**config.mk**
```make
export PLATFORM = sky130hd
export DESIGN_NAME = command_line_tokenizer_unit
export DESIGN_NICKNAME = d
export VERILOG_FILES = /design/src/design/cltok_pkg.sv /design/src/design/cltok_step.sv /design/src/design/command_line_tokenizer_unit.sv
export SDC_FILE = /design/constraint.sdc
export NUM_CORES = 1
export LEC_CHECK = 0
export ABC_AREA = 1
export CORE_ASPECT_RATIO = 0.5
export CORE_MARGIN = 1
export CORE_UTILIZATION = 30
export DETAILED_ROUTE_END_ITERATION = 12
export DONT_BUFFER_PORTS = 1
export PLACE_DENSITY = 0.46
export SLEW_MARGIN = 20
export SYNTH_ARGS = -nofsm -noshare
export SYNTH_HDL_FRONTEND = slang
export SYNTH_SLANG_ARGS = --single-unit
```
**constraint.sdc**
```tcl
create_clock -name clk -period 5.2 [get_ports clk]
set_input_delay 0.26 -clock clk [delete_from_list [all_inputs] [get_ports clk]]
set_output_delay 0.26 -clock clk [all_outputs]
set_load 0.005 [all_outputs]
```
**src/design/cltok_pkg.sv**
```systemverilog
// cltok_pkg: shared types, codes and byte classes of the command line tokenizer
`default_nettype none
package cltok_pkg;

  localparam logic [7:0] CH_NUL    = 8'h00;
  localparam logic [7:0] CH_SPACE  = 8'h20;
  localparam logic [7:0] CH_DQUOTE = 8'h22;
  localparam logic [7:0] CH_SQUOTE = 8'h27;
  localparam logic [7:0] CH_STAR   = 8'h2A;
  localparam logic [7:0] CH_DASH   = 8'h2D;
  localparam logic [7:0] CH_DOT    = 8'h2E;
  localparam logic [7:0] CH_USCORE = 8'h5F;
  localparam logic [7:0] CH_ASCII_MAX = 8'd127;
  localparam logic [7:0] COUNT_MAX = 8'd255;

  typedef enum logic [2:0] {
    MODE_IDLE  = 3'd0,
    MODE_WORD  = 3'd1,
    MODE_QUOTE = 3'd2,
    MODE_AFTER = 3'd3,
    MODE_ERROR = 3'd4
  } scan_mode_t;

  typedef enum logic [1:0] {
    ST_OK     = 2'd0,
    ST_EMPTY  = 2'd1,
    ST_UNTERM = 2'd2,
    ST_SYNTAX = 2'd3
  } line_status_t;

  typedef struct packed {
    scan_mode_t  mode;
    logic        quote_is_double;
    logic [7:0]  token_count;
  } scan_state_t;

  typedef struct packed {
    logic [7:0]   byte_out;
    logic         in_token;
    logic         token_done;
    logic [7:0]   token_index;
    logic         line_end;
    line_status_t status;
  } step_result_t;

  localparam scan_state_t SCAN_RESET = '{mode: MODE_IDLE, quote_is_double: 1'b0,
                                         token_count: 8'd0};

  // letters, digits, - . _ * and the upper half of the byte range
  function automatic logic is_allowed(input logic [7:0] c);
    logic ok;
    ok = 1'b0;
    if (c >= 8'h61 && c <= 8'h7A) ok = 1'b1;
    if (c >= 8'h41 && c <= 8'h5A) ok = 1'b1;
    if (c >= 8'h30 && c <= 8'h39) ok = 1'b1;
    if (c == CH_DASH || c == CH_DOT || c == CH_USCORE || c == CH_STAR) ok = 1'b1;
    if (c > CH_ASCII_MAX) ok = 1'b1;
    return ok;
  endfunction

endpackage
`default_nettype wire

```
**src/design/cltok_step.sv**
```systemverilog
// cltok_step: per-byte scanner update and result fields
`default_nettype none
module cltok_step (
  input  wire logic [7:0]               ch,
  input  wire cltok_pkg::scan_state_t   st,
  output cltok_pkg::scan_state_t        st_nxt,
  output cltok_pkg::step_result_t       res
);

  logic [7:0] cnt_inc;
  logic       allowed;
  logic [7:0] closer;

  assign cnt_inc = (st.token_count == cltok_pkg::COUNT_MAX) ? st.token_count
                                                           : st.token_count + 8'd1;
  assign allowed = cltok_pkg::is_allowed(ch);
  assign closer  = st.quote_is_double ? cltok_pkg::CH_DQUOTE : cltok_pkg::CH_SQUOTE;

  always_comb begin
    st_nxt          = st;
    res.byte_out    = ch;
    res.in_token    = 1'b0;
    res.token_done  = 1'b0;
    res.token_index = 8'd0;
    res.line_end    = 1'b0;
    res.status      = cltok_pkg::ST_OK;

    if (ch == cltok_pkg::CH_NUL) begin
      res.line_end = 1'b1;
      if (st.mode == cltok_pkg::MODE_WORD) begin
        res.token_done  = 1'b1;
        res.token_index = st.token_count;
      end
      if (st.mode == cltok_pkg::MODE_ERROR) begin
        res.status = cltok_pkg::ST_SYNTAX;
      end else if (st.mode == cltok_pkg::MODE_QUOTE) begin
        res.status = cltok_pkg::ST_UNTERM;
      end else if (st.mode != cltok_pkg::MODE_WORD && st.token_count == 8'd0) begin
        res.status = cltok_pkg::ST_EMPTY;
      end
      st_nxt = cltok_pkg::SCAN_RESET;
    end else begin
      unique case (st.mode)
        cltok_pkg::MODE_WORD: begin
          if (allowed) begin
            res.in_token    = 1'b1;
            res.token_index = st.token_count;
          end else begin
            res.token_done     = 1'b1;
            res.token_index    = st.token_count;
            st_nxt.token_count = cnt_inc;
            st_nxt.mode = (ch == cltok_pkg::CH_SPACE) ? cltok_pkg::MODE_IDLE
                                                      : cltok_pkg::MODE_ERROR;
          end
        end
        cltok_pkg::MODE_QUOTE: begin
          if (ch == closer) begin
            res.token_done     = 1'b1;
            res.token_index    = st.token_count;
            st_nxt.token_count = cnt_inc;
            st_nxt.mode        = cltok_pkg::MODE_AFTER;
          end else begin
            res.in_token    = 1'b1;
            res.token_index = st.token_count;
          end
        end
        cltok_pkg::MODE_AFTER: begin
          st_nxt.mode = (ch == cltok_pkg::CH_SPACE) ? cltok_pkg::MODE_IDLE
                                                    : cltok_pkg::MODE_ERROR;
        end
        cltok_pkg::MODE_ERROR: begin
          st_nxt.mode = cltok_pkg::MODE_ERROR;
        end
        default: begin
          // idle between words, also any unused mode code
          priority if (ch == cltok_pkg::CH_SPACE) begin
            st_nxt.mode = cltok_pkg::MODE_IDLE;
          end else if (allowed) begin
            res.in_token    = 1'b1;
            res.token_index = st.token_count;
            st_nxt.mode     = cltok_pkg::MODE_WORD;
          end else if (ch == cltok_pkg::CH_DQUOTE || ch == cltok_pkg::CH_SQUOTE) begin
            res.token_index        = st.token_count;
            st_nxt.quote_is_double = (ch == cltok_pkg::CH_DQUOTE);
            st_nxt.mode            = cltok_pkg::MODE_QUOTE;
          end else begin
            st_nxt.mode = cltok_pkg::MODE_ERROR;
          end
        end
      endcase
    end
  end

endmodule
`default_nettype wire

```
**src/design/command_line_tokenizer_unit.sv**
```systemverilog
// command_line_tokenizer_unit: top level of the command line tokenizer
//
// splits a command line, one byte per input transaction, into shell words:
// runs of letters, digits, - . _ * and bytes 128-255, or text between a
// matching pair of single or double quotes. only space separates words; a
// zero byte ends the line, reports ok / empty / unterminated quote / syntax
// error on out_status and returns the scanner to its reset state. every
// input transaction gives exactly one result transaction. the block takes
// one byte per clock while out_ready stays high: the byte is registered,
// the scanner state update and result fields are computed combinationally,
// and the result lands in an output register. in_ready falls only when
// both the input register and the output register are full and the output
// is stalled.
`default_nettype none
module command_line_tokenizer_unit (
  input  wire logic       clk,
  input  wire logic       rst_n,
  // input channel
  input  wire logic       in_valid,
  output logic            in_ready,
  input  wire logic [7:0] in_ch,
  // result channel
  output logic            out_valid,
  input  wire logic       out_ready,
  output logic [7:0]      out_byte_out,
  output logic            out_in_token,
  output logic            out_token_done,
  output logic [7:0]      out_token_index,
  output logic            out_line_end,
  output logic [1:0]      out_status
);

  // input register
  logic       s1_valid_r;
  logic [7:0] s1_ch_r;

  // scanner state
  cltok_pkg::scan_state_t  scan_r;
  cltok_pkg::scan_state_t  scan_nxt;

  // output register
  logic                    out_valid_r;
  cltok_pkg::step_result_t res_r;
  cltok_pkg::step_result_t res_nxt;

  logic out_free;
  logic s1_adv;

  // output register can take a new result this cycle
  assign out_free = !out_valid_r || out_ready;
  // registered byte moves through the scanner into the output register
  assign s1_adv   = s1_valid_r && out_free;
  assign in_ready = !s1_valid_r || out_free;

  cltok_step u_step (
    .ch     (s1_ch_r),
    .st     (scan_r),
    .st_nxt (scan_nxt),
    .res    (res_nxt)
  );

  // input register: payload needs no reset
  always_ff @(posedge clk) begin
    if (in_valid && in_ready) begin
      s1_ch_r <= in_ch;
    end
  end

  always_ff @(posedge clk) begin
    if (!rst_n) begin
      s1_valid_r <= 1'b0;
    end else if (in_valid && in_ready) begin
      s1_valid_r <= 1'b1;
    end else if (s1_adv) begin
      s1_valid_r <= 1'b0;
    end
  end

  // scanner state advances once per byte, in order
  always_ff @(posedge clk) begin
    if (!rst_n) begin
      scan_r <= cltok_pkg::SCAN_RESET;
    end else if (s1_adv) begin
      scan_r <= scan_nxt;
    end
  end

  // output register
  always_ff @(posedge clk) begin
    if (s1_adv) begin
      res_r <= res_nxt;
    end
  end

  always_ff @(posedge clk) begin
    if (!rst_n) begin
      out_valid_r <= 1'b0;
    end else if (s1_adv) begin
      out_valid_r <= 1'b1;
    end else if (out_ready) begin
      out_valid_r <= 1'b0;
    end
  end

  assign out_valid       = out_valid_r;
  assign out_byte_out    = res_r.byte_out;
  assign out_in_token    = res_r.in_token;
  assign out_token_done  = res_r.token_done;
  assign out_token_index = res_r.token_index;
  assign out_line_end    = res_r.line_end;
  assign out_status      = res_r.status;

endmodule
`default_nettype wire

```
==> results.sh, run 1 <==
export IMPL_leakagePower_nw=1.00
export IMPL_avgSynthCellArea_um2=8.59
export IMPL_post_cts_buffers=0
export IMPL_core_um2=6360
export IMPL_hold_depth=0
export IMPL_routed_top_layer="met4"
export IMPL_path_clk_slew_ns=0.06
export IMPL_die_area_um2=7260
export IMPL_wl_mm=4.11
export IMPL_required_ns=5.22
export IMPL_syn_nets=255
export IMPL_die_w_um=119
export IMPL_dp_cells=327
export IMPL_drv_slew=0
export IMPL_outcome="finished, final reports clean"
export IMPL_grt_max_degree=25
export IMPL_wl_met1_mm=2.09
export IMPL_synth_most_common_cell="nand2_1"
export IMPL_rr_worst_depth=10
export IMPL_syn_to_final_growth_pct=12.1
export IMPL_fin_cells=335
export IMPL_post_cts_resized=0
export IMPL_rsz0062_at_grt="no"
export IMPL_yosysTopAreaCell="edfxtp_1"
export IMPL_tightest_slew_ns=1.03
export IMPL_cts_tree="done"
export IMPL_cp_data_arrival_time_ns=2.10
export IMPL_cts_root_buf="clkbuf_16"
export IMPL_remaining_drc_errors=0
export IMPL_reg2reg_from="s1_ch_r[7]"
export IMPL_via_count=1518
export IMPL_worstSetupEndpointType="register"
export IMPL_synth_seq_area_share_pct=55.6
export IMPL_start_util_pct=32.6
export IMPL_setup_ws_ns=3.11
export IMPL_r2r_slack_ns=3.11
export IMPL_place_gp_congestion=0.782
export IMPL_worstPathMaxFanout=8
export IMPL_synth_ff_type="edfxtp_1"
export IMPL_hold_start="in_ch[3]"
export IMPL_dr_wl_met2_mm=1.76
export IMPL_preCtsSetupSlack_ns=3.08
export IMPL_nFillCells=680
export IMPL_cts_buffers=5
export IMPL_critPathMaxStageDelay_ns=0.44
export IMPL_insertion_delay_ns=0.28
export IMPL_dpl_hpwl_mm=2.90
export IMPL_route_met3_wl_um=221
export IMPL_crit_slowest_cell="edfxtp_1"
export IMPL_grtUsageTotal_pct=12.6
export IMPL_irDropWorstVdd_mv=0.145
export IMPL_seqCellArea_um2=1150
export IMPL_yosys_register_bits=43
export IMPL_timing_setup_tns_ns=0
export IMPL_rows=20
export IMPL_antenna_cells=0
export IMPL_ys_async_sr_fraction_pct=0
export IMPL_ys_warn_count=0
export IMPL_avgViaCountPerCell=4.53
export IMPL_placed_area_um2=2160
export IMPL_period_share_pct=40.1
export IMPL_relSlewSlack_pct=31.0
export IMPL_gr_total_overflow=0
export IMPL_finalNetCount=260
export IMPL_clk_path_buf_depth=2
export IMPL_min_period_ns=2.09
export IMPL_r2r_end="out_token_index[7]"
export IMPL_clock_sinks=43
export IMPL_maxCapViolCount=0
export IMPL_setup_viol=0
export IMPL_wire_per_inst_um=12.3
export IMPL_drive_above_1_share_pct=7.69
export IMPL_grt_antenna_before_repair=0
export IMPL_io_pins=35
export IMPL_path_cells="nor2_1 > nand2_1 > nor2_1 > nor2_1 > nand2_1 > nand3_1 > nand2_1 > nand3_1 > a21oi_2 > nor2_1"
export IMPL_fin_hold_ws_ns=0.0701
export IMPL_synth_area_leaders="edfxtp_1 (42%), dfxtp_1 (14%), nand2_1 (11%), nor2_1 (8.9%), inv_1 (5.3%)"
export IMPL_synth_edff_count=29
export IMPL_grt_pass1_vias=1407
export IMPL_powerDensity_nw_per_um2=347
export IMPL_drt_initial_drc_count=82
export IMPL_multiInputGateArea_um2=781
export IMPL_fin_area_um2=2320
export IMPL_fmax_mhz=479
export IMPL_crit_path_start_kind="register"
export IMPL_port_buffers=0
export IMPL_h_tree_depth=2
export IMPL_finalClockSkew_ns=0.00297
export IMPL_worstSetupPathType="register to register"
export IMPL_final_antenna_net_count=0
export IMPL_hold_viol=0
export IMPL_die_h_um=60.7
export IMPL_ys_types=29
export IMPL_yosysTopAreaCellShare_pct=42.1
export IMPL_cts_hold_fix_buffers=0
export IMPL_min_path_type="primary input to register"
export IMPL_synth_area_um2=2070
export IMPL_crit_top_cell="nor2_1"
export IMPL_synth_commonest_cells="nand2_1 (58), nor2_1 (49), edfxtp_1 (29), inv_1 (29), dfxtp_1 (14)"
export IMPL_grt_pass1_wl_mm=6.73
export IMPL_syn_inst=241
export IMPL_hold_path_end="s1_ch_r[3]"
export IMPL_drtPass1Iterations=5
[area by class of cell]
| type | instances | share of cell area, % |
|---|---|---|
| Clock buffer | 8 | 6.74 |
| Inverter | 32 | 5.28 |
| Multi-Input combinational cell | 164 | 33.6 |
| Sequential cell | 43 | 49.6 |
| Tap cell | 88 | 4.74 |
[routing by layer]
| layer | vias up | global-route usage [%] |
|---|---|---|
| met2 | 35 | 19.1 |
| met4 | 0 | 4.29 |
| met5 | - | 0 |
| met1 | 689 | 16.6 |
| li1 | 787 | - |
| met3 | 7 | 4.98 |
[cells by family (layout without fill, tap and decap cells)]
logic type	count (synthesis)	in the layout	synth area share [%]
buffers and inverters	34	40	6.71
flip-flops	43	43	55.6
AND/OR/NAND/NOR	136	136	29.4
XOR/XNOR	1	1	0.423
adder cells (fa/ha/maj)	2	2	1.21
AO/OA/AOI/OAI	25	25	6.71
[metrics by stage]
stage	utilization, %	power (mW)
after floorplan	-	0.470
after detailed placement	34.1	0.489
after global routing	36.5	0.846
after global placement	34.1	0.489
after CTS	36.5	0.818
final	36.5	0.806
[worst max path at each step]
stage                           from                 end  cells past startpoint
after floorplan           s1_ch_r[3]  out_token_index[0]                     10
after global placement    s1_ch_r[3]  out_token_index[7]                      6
after detailed placement  s1_ch_r[3]  out_token_index[7]                      6
after CTS                 s1_ch_r[3]  out_token_index[7]                      6
after global routing      s1_ch_r[4]           scan_r[9]                     12
final                     s1_ch_r[7]  out_token_index[7]                     10
[power breakdown]
group	internal [mW]	total (mW)	switching, mW
sequential	0.387	0.401	0.0146
clock	0.204	0.326	0.121
combinational	0.0246	0.0790	0.0543
[cell usage in the layout (no fill, tap or decap)]
cell type  instances
nor3_1             7
nand2_1           58
a21oi_1           11
nor2_1            49
nand3_1           11
xor2_1             1
nand3b_1           2
inv_1             29
nor3_4             1
clkbuf_1           1
nand2_2            3
o22ai_1            1
dfxtp_1           14
a31oi_1            1
nand4_1            1
a21oi_2            1
edfxtp_1          29
clkbuf_16          5
nand4_4            1
nor3_2             1
o21a_1             1
o21ai_0            8
o31ai_1            1
nor2_4             1
inv_4              1
inv_2              2
ha_1               2
clkbuf_8           2
nand3_4            1
a211oi_1           1
[sequential cells by signal (all words and copies together), names as in the netlist]
register / flops
out_token_index: 8
s1_valid_r: 1
out_line_end: 1
s1_ch_r: 8
out_in_token: 1
out_byte_out: 8
out_valid: 1
out_status: 2
scan_r: 12
out_token_done: 1
[worst max-delay path, delay by kind of cell, from the launching register on]
family | cells | cell delay [ns]
flip-flops | 1 | 0.44
AO/OA/AOI/OAI | 1 | 0.37
AND/OR/NAND/NOR | 9 | 1.02
Note: power is estimated with default switching activity, not from simulation.
==> run 2: changes to the inputs <==
--- a/config.mk
+++ b/config.mk
@@ -11,7 +11,7 @@
 export CORE_UTILIZATION = 30
 export DETAILED_ROUTE_END_ITERATION = 12
 export DONT_BUFFER_PORTS = 1
-export PLACE_DENSITY = 0.46
+export PLACE_DENSITY = 0.47
 export SLEW_MARGIN = 20
 export SYNTH_ARGS = -nofsm -noshare
 export SYNTH_HDL_FRONTEND = slang
==> constraint.sdc (replaced) <==
create_clock -name clk -period 1.85 [get_ports clk]
set_input_delay 0.0925 -clock clk [delete_from_list [all_inputs] [get_ports clk]]
set_output_delay 0.0925 -clock clk [all_outputs]
set_load 0.005 [all_outputs]
==> run 2 against run 1 <==
  * Cell count rose by 9.6%
  * Die area unchanged
  * Worst hold slack got worse by 0.057 ns
  * Worst setup slack worse by 3.1 ns
  * The flow now finishes with violations (setup timing)
  * Non-clock buffer count grew 31
  * Sequential share of layout area decreased by 6.6 points
  * Combinational power rose to 4.4 times the previous value
  * Clock skew is 0.0056 ns higher
  * Via count increased by 8.8%
  * Global-route usage grew 0.32 points
  * Clock power increased to 2.6 times the previous value
  * Fmax increased by 13%
==> results.sh, run 2 (synthesis gave the netlist of run 1 again) <==
export IMPL_hold_viol=0
export IMPL_regMostFlops="scan_r"
export IMPL_leakagePower_nw=1.16
export IMPL_maxCapViolCount=0
export IMPL_final_antenna_net_count=0
export IMPL_fin_cells=367
export IMPL_globalRouteMet1Util_pct=15.9
export IMPL_h_tree_depth=2
export IMPL_dp_cells=344
export IMPL_final_common_cell="nand2_1"
export IMPL_cts_root_buf="clkbuf_16"
export IMPL_die_w_um=119
export IMPL_grt_pass1_wl_mm=6.77
export IMPL_finalClockSkew_ns=0.00853
export IMPL_timing_setup_tns_ns=-0.00285
export IMPL_path_cells="nor2_4 > nand2_2 > nand3b_1 > nand2_1 > nor2_1 > nand3_2 > nand2_2 > nand3_2 > a21oi_2 > buf_6 > nor2_1"
export IMPL_min_period_ns=1.85
export IMPL_crit_path_start_kind="register"
export IMPL_seqCellArea_um2=1150
export IMPL_powerDensity_nw_per_um2=868
export IMPL_remaining_drc_errors=0
export IMPL_finalNetCount=292
export IMPL_avgViaCountPerCell=4.50
export IMPL_via_count=1651
export IMPL_required_ns=1.89
export IMPL_worstSetupEndpointType="register"
export IMPL_drt_initial_drc_count=44
export IMPL_wl_mm=4.54
export IMPL_outcome="complete, but fails checks"
export IMPL_insertion_delay_ns=0.29
export IMPL_critPathMaxStageDelay_ns=0.48
export IMPL_core_um2=6360
export IMPL_clk_path_buf_depth=2
export IMPL_die_area_um2=7260
export IMPL_clock_sinks=43
export IMPL_port_buffers=0
export IMPL_grt_use_met2_pct=19.3
export IMPL_place_gp_congestion=0.827
export IMPL_wire_per_inst_um=12.4
export IMPL_io_pins=35
export IMPL_syn_to_final_growth_pct=29.3
export IMPL_antenna_cells=0
export IMPL_start_util_pct=32.6
export IMPL_rows=20
export IMPL_drive_above_1_share_pct=20.4
export IMPL_power_mw=2.32
export IMPL_cts_buffers=5
export IMPL_fin_hold_ws_ns=0.0130
export IMPL_drtPass1Iterations=4
export IMPL_cp_data_arrival_time_ns=1.89
export IMPL_grt_max_degree=17
export IMPL_grt_pass1_vias=1455
export IMPL_worstSetupPathType="register to register"
export IMPL_setup_ws_ns=-0.00285
export IMPL_irDropWorstVdd_mv=0.356
export IMPL_gr_total_overflow=0
export IMPL_grt_antenna_before_repair=0
export IMPL_largest_reg_flops=12
export IMPL_period_share_pct=100
export IMPL_dpl_hpwl_mm=3.07
export IMPL_layout_common_cells="nand2_1 (52), nor2_1 (43), edfxtp_1 (29)"
export IMPL_busiest_layer="met2"
export IMPL_nFillCells=652
export IMPL_cts_tree="done"
export IMPL_relSlewSlack_pct=56.4
export IMPL_violations="setup timing"
export IMPL_rsz0062_at_grt="yes"
export IMPL_worstPathMaxFanout=8
export IMPL_fmax_mhz=540
export IMPL_setup_viol=1
export IMPL_grtUsageTotal_pct=12.9
export IMPL_preCtsSetupSlack_ns=-0.0315
export IMPL_drv_slew=0
export IMPL_die_h_um=60.7
export IMPL_multiInputGateArea_um2=883
export IMPL_min_path_type="primary input to register"
export IMPL_crit_slowest_cell="edfxtp_1"
export IMPL_tightest_slew_ns=0.653
export IMPL_grt_use_met3_pct=7.05
export IMPL_path_clk_slew_ns=0.06
-- run 2: changes by cell type in the layout (fill, tap and decap cells not counted), sizes merged --
cell         previous run  this run
buf                     0        21
dlygate4sd3             0        10
nand4                   2         3
-- run 2: routing by layer --
| layer | share of wire, % | vias to the layer above |
|---|---|---|
| li1 | - | 858 |
| met1 | 50 | 764 |
| met2 | 44 | 24 |
| met3 | 5.0 | 5 |
| met4 | 1.2 | 0 |
| met5 | 0 | - |
-- run 2: final timing paths --
check	endpoint	cells after the start	start	slack [ns]
setup / recovery	out_token_index[5]	11	s1_ch_r[2]	-0.003
hold / removal	scan_r[9]	2	rst_n	0.01
setup reg to reg	out_token_index[5]	11	s1_ch_r[2]	-0.003
hold reg to reg	scan_r[8]	2	scan_r[8]	0.48
-- run 2: what timing repair did --
action,in CTS,in global routing
buffers inserted,2,2
pin swaps,2,6
cloned,0,1
hold endpoints to repair,18,0
resized for setup,2,25
endpoints found under the setup margin,18,19
hold buffers,10,0
-- run 2: report_power, final --
part,switching (mW),leakage (nW),internal [mW]
combinational,0.206,0.701,0.142
clock,0.347,0.0652,0.502
sequential,0.0407,0.390,1.09
-- run 2: per-stage QoR --
stage	util [%]	cell area, um^2
2_1_floorplan	-	2070
3_3_place_gp	36.1	2290
3_5_place_dp	36.1	2290
4_1_cts	40.1	2550
5_1_grt	42.1	2680
6_report	42.1	2680
-- run 2: area by class of cell --
cell class | instances | area share [%]
well taps | 88 | 4.11
flip-flops and latches | 43 | 43.0
multi-input cells | 165 | 33.0
repair buffers | 31 | 10.2
inverters | 32 | 4.58
clock buffers | 8 | 5.09
-- run 2: worst max-delay path, delay by kind of cell (launching register included) --
kind | cells | cell delay [ns]
and+or+nand+nor | 9 | 0.83
DFF | 1 | 0.48
buffers and inverters | 1 | 0.16
AOI/OAI and AO/OA | 1 | 0.13
